File: src/hdl/ppd_pkg.sv
// Shared types and constants of the PackBits pixel decoder.
package ppd_pkg;

  // Request carried by the input channel.
  typedef struct packed {
    logic [7:0] data_byte;
    logic       end_of_data;
  } in_req_t;

  // Request carried by the output channel.
  typedef struct packed {
    logic [7:0] pixel_a;
    logic [7:0] pixel_b;
    logic [1:0] pixel_count;
    logic       last_of_run;
    logic [1:0] status;
  } out_req_t;

  // One classified byte handed from the front part to the back part.
  typedef struct packed {
    logic [7:0] data_byte;
    logic [7:0] npix;
    logic [1:0] status;
  } job_t;

  // Decoder status codes.
  localparam logic [1:0] ST_BUSY     = 2'd0;
  localparam logic [1:0] ST_COMPLETE = 2'd1;
  localparam logic [1:0] ST_MISMATCH = 2'd2;
  localparam logic [1:0] ST_RAN_OUT  = 2'd3;

  // PackBits header byte that ends the body.
  localparam logic [7:0] HDR_END = 8'd128;

  // Configuration register indexes.
  localparam logic [0:0] REG_TOTAL = 1'b0;
  localparam logic [0:0] REG_MODE  = 1'b1;

  // Depth of the job queue between the two halves.
  localparam int unsigned QUEUE_DEPTH = 2;
  localparam int unsigned QPTR_W      = 1;
  localparam int unsigned QCNT_W      = 2;

endpackage

File: src/hdl/ppd_front.sv
// Front part: configuration registers, PackBits parsing and pixel accounting.
module ppd_front (
  input  logic             clk_i,
  input  logic             rst_ni,
  input  logic             cfg_we_i,
  input  logic [0:0]       cfg_idx_i,
  input  logic [31:0]      cfg_data_i,
  input  logic             in_valid_i,
  output logic             in_stall_o,
  input  ppd_pkg::in_req_t in_req_i,
  input  logic             q_full_i,
  output logic             q_push_o,
  output ppd_pkg::job_t    q_job_o
);

  typedef enum logic [1:0] {
    PH_HEADER,
    PH_LITERAL,
    PH_RUN,
    PH_DONE
  } phase_e;

  logic [31:0] total_q, total_d;
  logic        mode_q, mode_d;
  phase_e      phase_q, phase_d;
  logic [7:0]  lit_q, lit_d;
  logic [7:0]  run_q, run_d;
  logic [31:0] done_q, done_d;
  logic [1:0]  status_q, status_d;

  logic        accept;
  logic [32:0] diff;
  logic [31:0] rem;
  logic        reached;
  logic        rem_is_one;
  logic        run_over;
  logic [7:0]  lit_dec;
  logic [7:0]  npix;
  logic        eod;
  logic [7:0]  byte_in;

  assign accept     = in_valid_i & ~q_full_i;
  assign in_stall_o = q_full_i;
  assign eod        = in_req_i.end_of_data;
  assign byte_in    = in_req_i.data_byte;

  // The borrow of total minus done, or a zero remainder, tells whether the total is already met.
  assign diff       = {1'b0, total_q} - {1'b0, done_q};
  assign rem        = diff[31:0];
  assign reached    = diff[32] | (rem == 32'd0);
  assign rem_is_one = (rem == 32'd1);
  assign run_over   = ({24'd0, run_q} > rem);
  assign lit_dec    = lit_q - 8'd1;

  always_comb begin
    total_d  = total_q;
    mode_d   = mode_q;
    phase_d  = phase_q;
    lit_d    = lit_q;
    run_d    = run_q;
    done_d   = done_q;
    status_d = status_q;
    npix     = 8'd0;

    if (cfg_we_i) begin
      case (cfg_idx_i)
        ppd_pkg::REG_TOTAL: total_d = cfg_data_i;
        ppd_pkg::REG_MODE:  mode_d  = cfg_data_i[0];
        default: ;
      endcase
    end

    if (status_q == ppd_pkg::ST_BUSY) begin
      if (reached) begin
        status_d = ppd_pkg::ST_COMPLETE;
        phase_d  = PH_DONE;
      end else begin
        if (!mode_q) begin
          // Raw byte: one pixel, pending PackBits counts are left alone.
          npix   = 8'd1;
          done_d = done_q + 32'd1;
          if (rem_is_one) begin
            status_d = eod ? ppd_pkg::ST_COMPLETE : ppd_pkg::ST_MISMATCH;
          end else if (eod) begin
            status_d = ppd_pkg::ST_MISMATCH;
          end
        end else begin
          case (phase_q)
            PH_LITERAL: begin
              npix   = 8'd1;
              done_d = done_q + 32'd1;
              lit_d  = lit_dec;
              if (lit_dec == 8'd0) begin
                phase_d = PH_HEADER;
              end
              if (rem_is_one) begin
                status_d = (lit_dec != 8'd0) ? ppd_pkg::ST_MISMATCH : ppd_pkg::ST_COMPLETE;
              end
            end
            PH_RUN: begin
              // A run that passes the total is clipped there.
              if (run_over) begin
                npix     = rem[7:0];
                done_d   = total_q;
                status_d = ppd_pkg::ST_MISMATCH;
              end else begin
                npix   = run_q;
                done_d = done_q + {24'd0, run_q};
                if (rem == {24'd0, run_q}) begin
                  status_d = ppd_pkg::ST_COMPLETE;
                end
              end
              run_d   = 8'd0;
              phase_d = PH_HEADER;
            end
            PH_HEADER: begin
              if (byte_in < ppd_pkg::HDR_END) begin
                lit_d   = byte_in + 8'd1;
                phase_d = PH_LITERAL;
              end else if (byte_in > ppd_pkg::HDR_END) begin
                // 257 minus the header, kept in eight bits.
                run_d   = (8'd0 - byte_in) + 8'd1;
                phase_d = PH_RUN;
              end else begin
                status_d = ppd_pkg::ST_MISMATCH;
              end
            end
            default: ;
          endcase
        end
        if (status_d == ppd_pkg::ST_BUSY && eod) begin
          status_d = ppd_pkg::ST_RAN_OUT;
        end
        if (status_d != ppd_pkg::ST_BUSY) begin
          phase_d = PH_DONE;
          lit_d   = 8'd0;
          run_d   = 8'd0;
        end
      end
    end
  end

  assign q_push_o          = accept;
  assign q_job_o.data_byte = byte_in;
  assign q_job_o.npix      = npix;
  assign q_job_o.status    = status_d;

  always_ff @(posedge clk_i or negedge rst_ni) begin
    if (!rst_ni) begin
      total_q  <= 32'd0;
      mode_q   <= 1'b1;
      phase_q  <= PH_HEADER;
      lit_q    <= 8'd0;
      run_q    <= 8'd0;
      done_q   <= 32'd0;
      status_q <= ppd_pkg::ST_BUSY;
    end else begin
      total_q <= total_d;
      mode_q  <= mode_d;
      if (accept) begin
        phase_q  <= phase_d;
        lit_q    <= lit_d;
        run_q    <= run_d;
        done_q   <= done_d;
        status_q <= status_d;
      end
    end
  end

endmodule

File: src/hdl/ppd_queue.sv
// Short job queue that decouples the parser from the pixel expander.
module ppd_queue (
  input  logic          clk_i,
  input  logic          rst_ni,
  input  logic          push_i,
  input  ppd_pkg::job_t push_job_i,
  output logic          full_o,
  input  logic          pop_i,
  output logic          empty_o,
  output ppd_pkg::job_t head_o
);

  ppd_pkg::job_t                     entry_q [ppd_pkg::QUEUE_DEPTH];
  logic [ppd_pkg::QPTR_W-1:0]        wr_ptr_q;
  logic [ppd_pkg::QPTR_W-1:0]        rd_ptr_q;
  logic [ppd_pkg::QCNT_W-1:0]        count_q;
  logic [ppd_pkg::QCNT_W-1:0]        count_d;

  assign full_o  = (count_q == ppd_pkg::QCNT_W'(ppd_pkg::QUEUE_DEPTH));
  assign empty_o = (count_q == '0);
  assign head_o  = entry_q[rd_ptr_q];

  always_comb begin
    count_d = count_q;
    if (push_i && !pop_i) begin
      count_d = count_q + ppd_pkg::QCNT_W'(1);
    end else if (pop_i && !push_i) begin
      count_d = count_q - ppd_pkg::QCNT_W'(1);
    end
  end

  always_ff @(posedge clk_i or negedge rst_ni) begin
    if (!rst_ni) begin
      wr_ptr_q <= '0;
      rd_ptr_q <= '0;
      count_q  <= '0;
    end else begin
      count_q <= count_d;
      if (push_i) begin
        wr_ptr_q <= wr_ptr_q + ppd_pkg::QPTR_W'(1);
      end
      if (pop_i) begin
        rd_ptr_q <= rd_ptr_q + ppd_pkg::QPTR_W'(1);
      end
    end
  end

  always_ff @(posedge clk_i) begin
    if (push_i) begin
      entry_q[wr_ptr_q] <= push_job_i;
    end
  end

endmodule

File: src/hdl/ppd_back.sv
// Back part: expands each job into result items of up to two pixels.
module ppd_back (
  input  logic              clk_i,
  input  logic              rst_ni,
  input  logic              q_empty_i,
  input  ppd_pkg::job_t     q_job_i,
  output logic              q_pop_o,
  output logic              out_valid_o,
  input  logic              out_stall_i,
  output ppd_pkg::out_req_t out_req_o
);

  logic              busy_q;
  logic              out_valid_q;
  logic [7:0]        byte_q;
  logic [7:0]        left_q;
  logic [1:0]        status_q;
  ppd_pkg::out_req_t out_q;

  logic              out_free;
  logic              emit;
  logic              last;
  logic              load;
  logic [1:0]        cnt;
  ppd_pkg::out_req_t item;

  assign out_free = ~out_valid_q | ~out_stall_i;
  assign emit     = busy_q & out_free;
  assign cnt      = (left_q >= 8'd2) ? 2'd2 : left_q[1:0];
  assign last     = (left_q <= 8'd2);
  assign load     = ~q_empty_i & (~busy_q | (emit & last));
  assign q_pop_o  = load;

  always_comb begin
    item.pixel_a     = (cnt != 2'd0) ? byte_q : 8'd0;
    item.pixel_b     = (cnt == 2'd2) ? byte_q : 8'd0;
    item.pixel_count = cnt;
    item.last_of_run = last;
    item.status      = status_q;
  end

  always_ff @(posedge clk_i or negedge rst_ni) begin
    if (!rst_ni) begin
      busy_q      <= 1'b0;
      out_valid_q <= 1'b0;
    end else begin
      out_valid_q <= emit | (out_valid_q & out_stall_i);
      if (load) begin
        busy_q <= 1'b1;
      end else if (emit && last) begin
        busy_q <= 1'b0;
      end
    end
  end

  always_ff @(posedge clk_i) begin
    if (load) begin
      byte_q   <= q_job_i.data_byte;
      left_q   <= q_job_i.npix;
      status_q <= q_job_i.status;
    end else if (emit) begin
      left_q <= left_q - {6'd0, cnt};
    end
    if (emit) begin
      out_q <= item;
    end
  end

  assign out_valid_o = out_valid_q;
  assign out_req_o   = out_q;

endmodule

File: src/hdl/packbits_pixel_decoder.sv
// Top level of the PackBits pixel decoder.
//
// Body bytes enter on the input channel, one per request, each with a flag
// that marks the last byte of the body. Decoded pixels leave on the output
// channel, up to two per request, together with a pixel count, a flag on the
// last request caused by each byte and the decoder status. Every byte gives
// at least one output request, a byte that makes no pixel gives an empty one.
// The configuration port sets the expected pixel total and the mode (PackBits
// or raw); the user must write it only while the decoder is idle, which the
// block does not enforce. A byte is parsed in the cycle it is accepted; its
// job passes the queue, the expander and the output register. The expander
// issues one output request a cycle unless the output stalls. A byte gives
// max(1, ceil(pixels / 2)) requests, up to 64 for a run of 128 pixels. The
// two-entry job queue lets the parser take further bytes during a run. Reset
// clears the status to busy, the pixel count to zero, the total to zero and
// selects PackBits mode. When the receiver stalls, the output request is held,
// the expander and then the queue fill, and the input stalls.
module packbits_pixel_decoder (
  input  logic              clk_i,
  input  logic              rst_ni,
  input  logic              cfg_we_i,
  input  logic [0:0]        cfg_idx_i,
  input  logic [31:0]       cfg_data_i,
  input  logic              in_valid_i,
  output logic              in_stall_o,
  input  ppd_pkg::in_req_t  in_req_i,
  output logic              out_valid_o,
  input  logic              out_stall_i,
  output ppd_pkg::out_req_t out_req_o
);

  logic          push;
  logic          pop;
  logic          full;
  logic          empty;
  ppd_pkg::job_t push_job;
  ppd_pkg::job_t head_job;

  // Parser: keeps the PackBits state and the pixel tally.
  ppd_front u_front (
    .clk_i      (clk_i),
    .rst_ni     (rst_ni),
    .cfg_we_i   (cfg_we_i),
    .cfg_idx_i  (cfg_idx_i),
    .cfg_data_i (cfg_data_i),
    .in_valid_i (in_valid_i),
    .in_stall_o (in_stall_o),
    .in_req_i   (in_req_i),
    .q_full_i   (full),
    .q_push_o   (push),
    .q_job_o    (push_job)
  );

  // Jobs waiting between parser and expander.
  ppd_queue u_queue (
    .clk_i      (clk_i),
    .rst_ni     (rst_ni),
    .push_i     (push),
    .push_job_i (push_job),
    .full_o     (full),
    .pop_i      (pop),
    .empty_o    (empty),
    .head_o     (head_job)
  );

  // Expander: turns each job into pixel pairs behind an output register.
  ppd_back u_back (
    .clk_i       (clk_i),
    .rst_ni      (rst_ni),
    .q_empty_i   (empty),
    .q_job_i     (head_job),
    .q_pop_o     (pop),
    .out_valid_o (out_valid_o),
    .out_stall_i (out_stall_i),
    .out_req_o   (out_req_o)
  );

endmodule

File: config.mk
export PLATFORM = sky130hd
export DESIGN_NAME = packbits_pixel_decoder
export DESIGN_NICKNAME = d
export VERILOG_FILES = /design/src/hdl/ppd_pkg.sv /design/src/hdl/ppd_front.sv /design/src/hdl/ppd_queue.sv /design/src/hdl/ppd_back.sv /design/src/hdl/packbits_pixel_decoder.sv
export SDC_FILE = /design/constraint.sdc
export NUM_CORES = 1
export LEC_CHECK = 0
export BUFFER_PORTS_ARGS = -buffer_cell sky130_fd_sc_hd__buf_2
export CAP_MARGIN = 40
export CELL_PAD_IN_SITES_DETAIL_PLACEMENT = 0
export CELL_PAD_IN_SITES_GLOBAL_PLACEMENT = 1
export CORE_MARGIN = 3
export CORE_UTILIZATION = 52
export DETAILED_ROUTE_END_ITERATION = 8
export PLACE_DENSITY_LB_ADDON = 0.1
export SLEW_MARGIN = 10
export SYNTH_ARGS = -nofsm -noshare
export SYNTH_HDL_FRONTEND = slang
export SYNTH_HIERARCHICAL = 1
export SYNTH_SLANG_ARGS = --single-unit
File: constraint.sdc
create_clock -name clk_i -period 10.2 [get_ports clk_i]
set_input_delay 0.51 -clock clk_i [delete_from_list [all_inputs] [get_ports clk_i]]
set_output_delay 0.51 -clock clk_i [all_outputs]
set_load 0.01 [all_outputs]
==> summary.txt <==
Die Span Y -> 158 µm
EDFF count, synth -> 75
Initial antenna violation count -> 0
Async SR Flop Fraction -> 0.548
I/O pins -> 70
Seq cells post-synth -> 166
Worst-path maximum fanout -> 44
Die ar. -> 24900 µm²
Fmax -> 0.180 GHz
DRC viols -> 0
Final wirelength -> 33700 µm
WL per Instance -> 20.8 µm
PD cells -> 157 nW/µm²
Core region area -> 22200 µm²
Critical Path RT -> 10530 ps
First drt pass iteration count -> 5
Die extent in x -> 158 µm
Max Buffers Root-to-Sink -> 2
Avg Inst Size Synth -> 9.24 µm²
Initial DRC count -> 1140
Final setup violation count -> 0
Clock root buffer -> clkbuf_16
Via Count -> 10226
Top-count cell post-synth -> nand2_1
Fraction of layout cells with a size suffix above 1 -> 0.159
Hold Path Class -> in2async
Synth-to-Final Area Change -> 9.04%
Row count -> 54
Pins over their slew limit -> 0
Worst-Margin Slew -> 884 ps
Vias in the first global route -> 9519
Htree depth -> 4
Finished Layout Cells -> 1622
Antenna Cells -> 0
VDD IR max -> 0.000104 V
Net Count, Synth -> 1408
Pleak -> 5.17 nW
Clock-pin slew on the worst setup and hold paths -> 80 ps
Minimum clock period -> 5550 ps
CTS-repair resized insts -> 0
Top FF cell, synth -> dfrtp_1
Port buffer count -> 69
First-pass GRT wire length -> 53600 µm
Final Hold Viols -> 0
Drt via density -> 6.30
Dpl hpwl -> 25200 µm
Top-area cell type share of the netlist area -> 0.188
Postcts setup bufs -> 0
Final total power -> 2.05 mW
Fin nets -> 1440
Setup_tns -> 0 ps
Gpl congestion -> 0.939
Initial core utilization -> 0.539
Total global routing overflow -> 0
Worst R2R Path Depth -> 15
Fillers -> 1952
TritonCTS Buffers -> 17
Total GRT Usage -> 0.276
Critical path class -> reg2reg
Worst-case clock skew -> 17.0 ps
Placed Instances -> 1590
Part of the cycle the worst path needs -> 0.545
Max-cap violations -> 0
Reg-to-reg slack, setup -> 4650 ps
Post-synth top cells -> nand2_1, nor2_1, a21oi_1
Main area contributors after synthesis -> dfrtp_1, edfxtp_1, ha_1, mux2_2, a21oi_1
Outcome -> finished, final reports clean
Core Util, Final -> 0.588
Seq/Total Area, Yosys -> 0.378
Setup crit start kind -> flop
Setup crit end kind -> flop
CTS Sinks -> 166
Relative slew slack -> 0.405
Synth warn -> 6
Post-synthesis cell count -> 1297
Min setup slack post-route -> 4650 ps
Pre-CTS setup slack -> 4840 ps
RSZ-0062 raised after global routing -> no
Synth area leader -> dfrtp_1
CTS Hold Bufs -> 0
CTS tree -> yes
Synth Cell Area -> 12000 µm²
Synth unique cells -> 94
Final ANT Viol Nets -> 0
Worst EP arrival -> 5880 ps
Worst-Skew Late Latency -> 440 ps
Pin count of the biggest net entering global routing -> 54
## path summary, 6_finish.rpt
kind	start	to
setup / recovery	u_front/done_q[20]	u_front/done_q[11]
hold / removal	rst_ni	u_front/total_q[29]
setup reg to reg	u_front/done_q[20]	u_front/done_q[11]
hold reg to reg	u_back/status_q[0]	u_back/out_req_o[0]
max in group asynchronous	rst_ni	u_front/done_q[16]
min in group clk_i	cfg_data_i[1]	u_front/total_q[1]
## kinds of logic (layout without fill, tap and decap cells)
family,Yosys count,count (layout),share of synthesized area
simple gates,433,433,0.190
mux,66,66,0.0640
compound gates,367,367,0.206
fa+ha+maj,64,64,0.0681
xor+xnor,52,52,0.0380
buf+inv,148,193,0.0563
flops,166,166,0.378
other cells,1,1,0.000313
## cell usage in the layout, fill, tap and decap left out, types with 19 or more instances in the layout
| cell | n |
|---|---|
| edfxtp_1 | 75 |
| o21ai_0 | 76 |
| xor2_1 | 19 |
| nand2_1 | 101 |
| and2_1 | 19 |
| nor3_1 | 33 |
| nand3_1 | 37 |
| ha_1 | 62 |
| nor2b_1 | 21 |
| dfrtp_1 | 90 |
| buf_2 | 68 |
| xnor2_1 | 33 |
| mux2_2 | 45 |
| inv_1 | 81 |
| a21oi_1 | 97 |
| nor2_1 | 98 |
| nand4_1 | 25 |
## report_power, final
part	leakage (nW)	internal, mW	switching, mW	total [mW]
clock	0.305	0.341	0.340	0.680
sequential	1.83	0.778	0.0548	0.833
combinational	3.03	0.214	0.322	0.536
## final cells by class
| class | instances | area, µm² | area share |
|---|---|---|---|
| multi-input cells | 983 | 6790 | 0.520 |
| flip-flops and latches | 166 | 4530 | 0.347 |
| repair buffers | 80 | 462 | 0.0353 |
| clock buffers | 17 | 425 | 0.0326 |
| well taps | 280 | 350 | 0.0268 |
| inverters | 81 | 304 | 0.0233 |
| clock inverters | 15 | 204 | 0.0156 |
## through the flow
stage               hold slack, ps  cell area, µm²
floorplan                      214           12000
global placement               401           12400
detailed placement             405           12400
CTS                            121           13100
global route                   154           13100
finish                         106           13100
## registers in the layout, indices dropped and copies added (netlist names)
name	count
u_back/byte_q	8
u_queue/count_q	2
u_queue/entry_q	36
u_front/total_q	32
u_front/lit_q	8
u_front/status_q	2
u_back/busy_q	1
u_back/left_q	8
u_back/status_q	2
u_back/out_req_o	21
u_back/out_valid_o	1
u_front/done_q	32
u_front/mode_q	1
u_queue/rd_ptr_q	1
u_queue/wr_ptr_q	1
u_front/run_q	8
u_front/phase_q	2
## per-layer routing
metal,share of wire,vias up,track usage
met5,0,-,0
met4,0.014,0,0.0574
met3,0.088,31,0.0637
met2,0.42,425,0.395
met1,0.48,4929,0.428
li1,-,4841,-
## worst max-delay path: stages, from the launching register on
cell and delay (ps):
dfrtp_1 500, inv_1 140, ha_1 430, a21oi_1 370
o21ai_0 260, a311oi_1 370, nor3_1 80, nor3b_1 420
xnor2_1 190, nor4_1 610, and2_1 420, a41o_2 360
nor3_4 110, nand2_2 630, nor2_1 200, a221oi_1 320
Note: power is estimated with default switching activity, not from simulation.
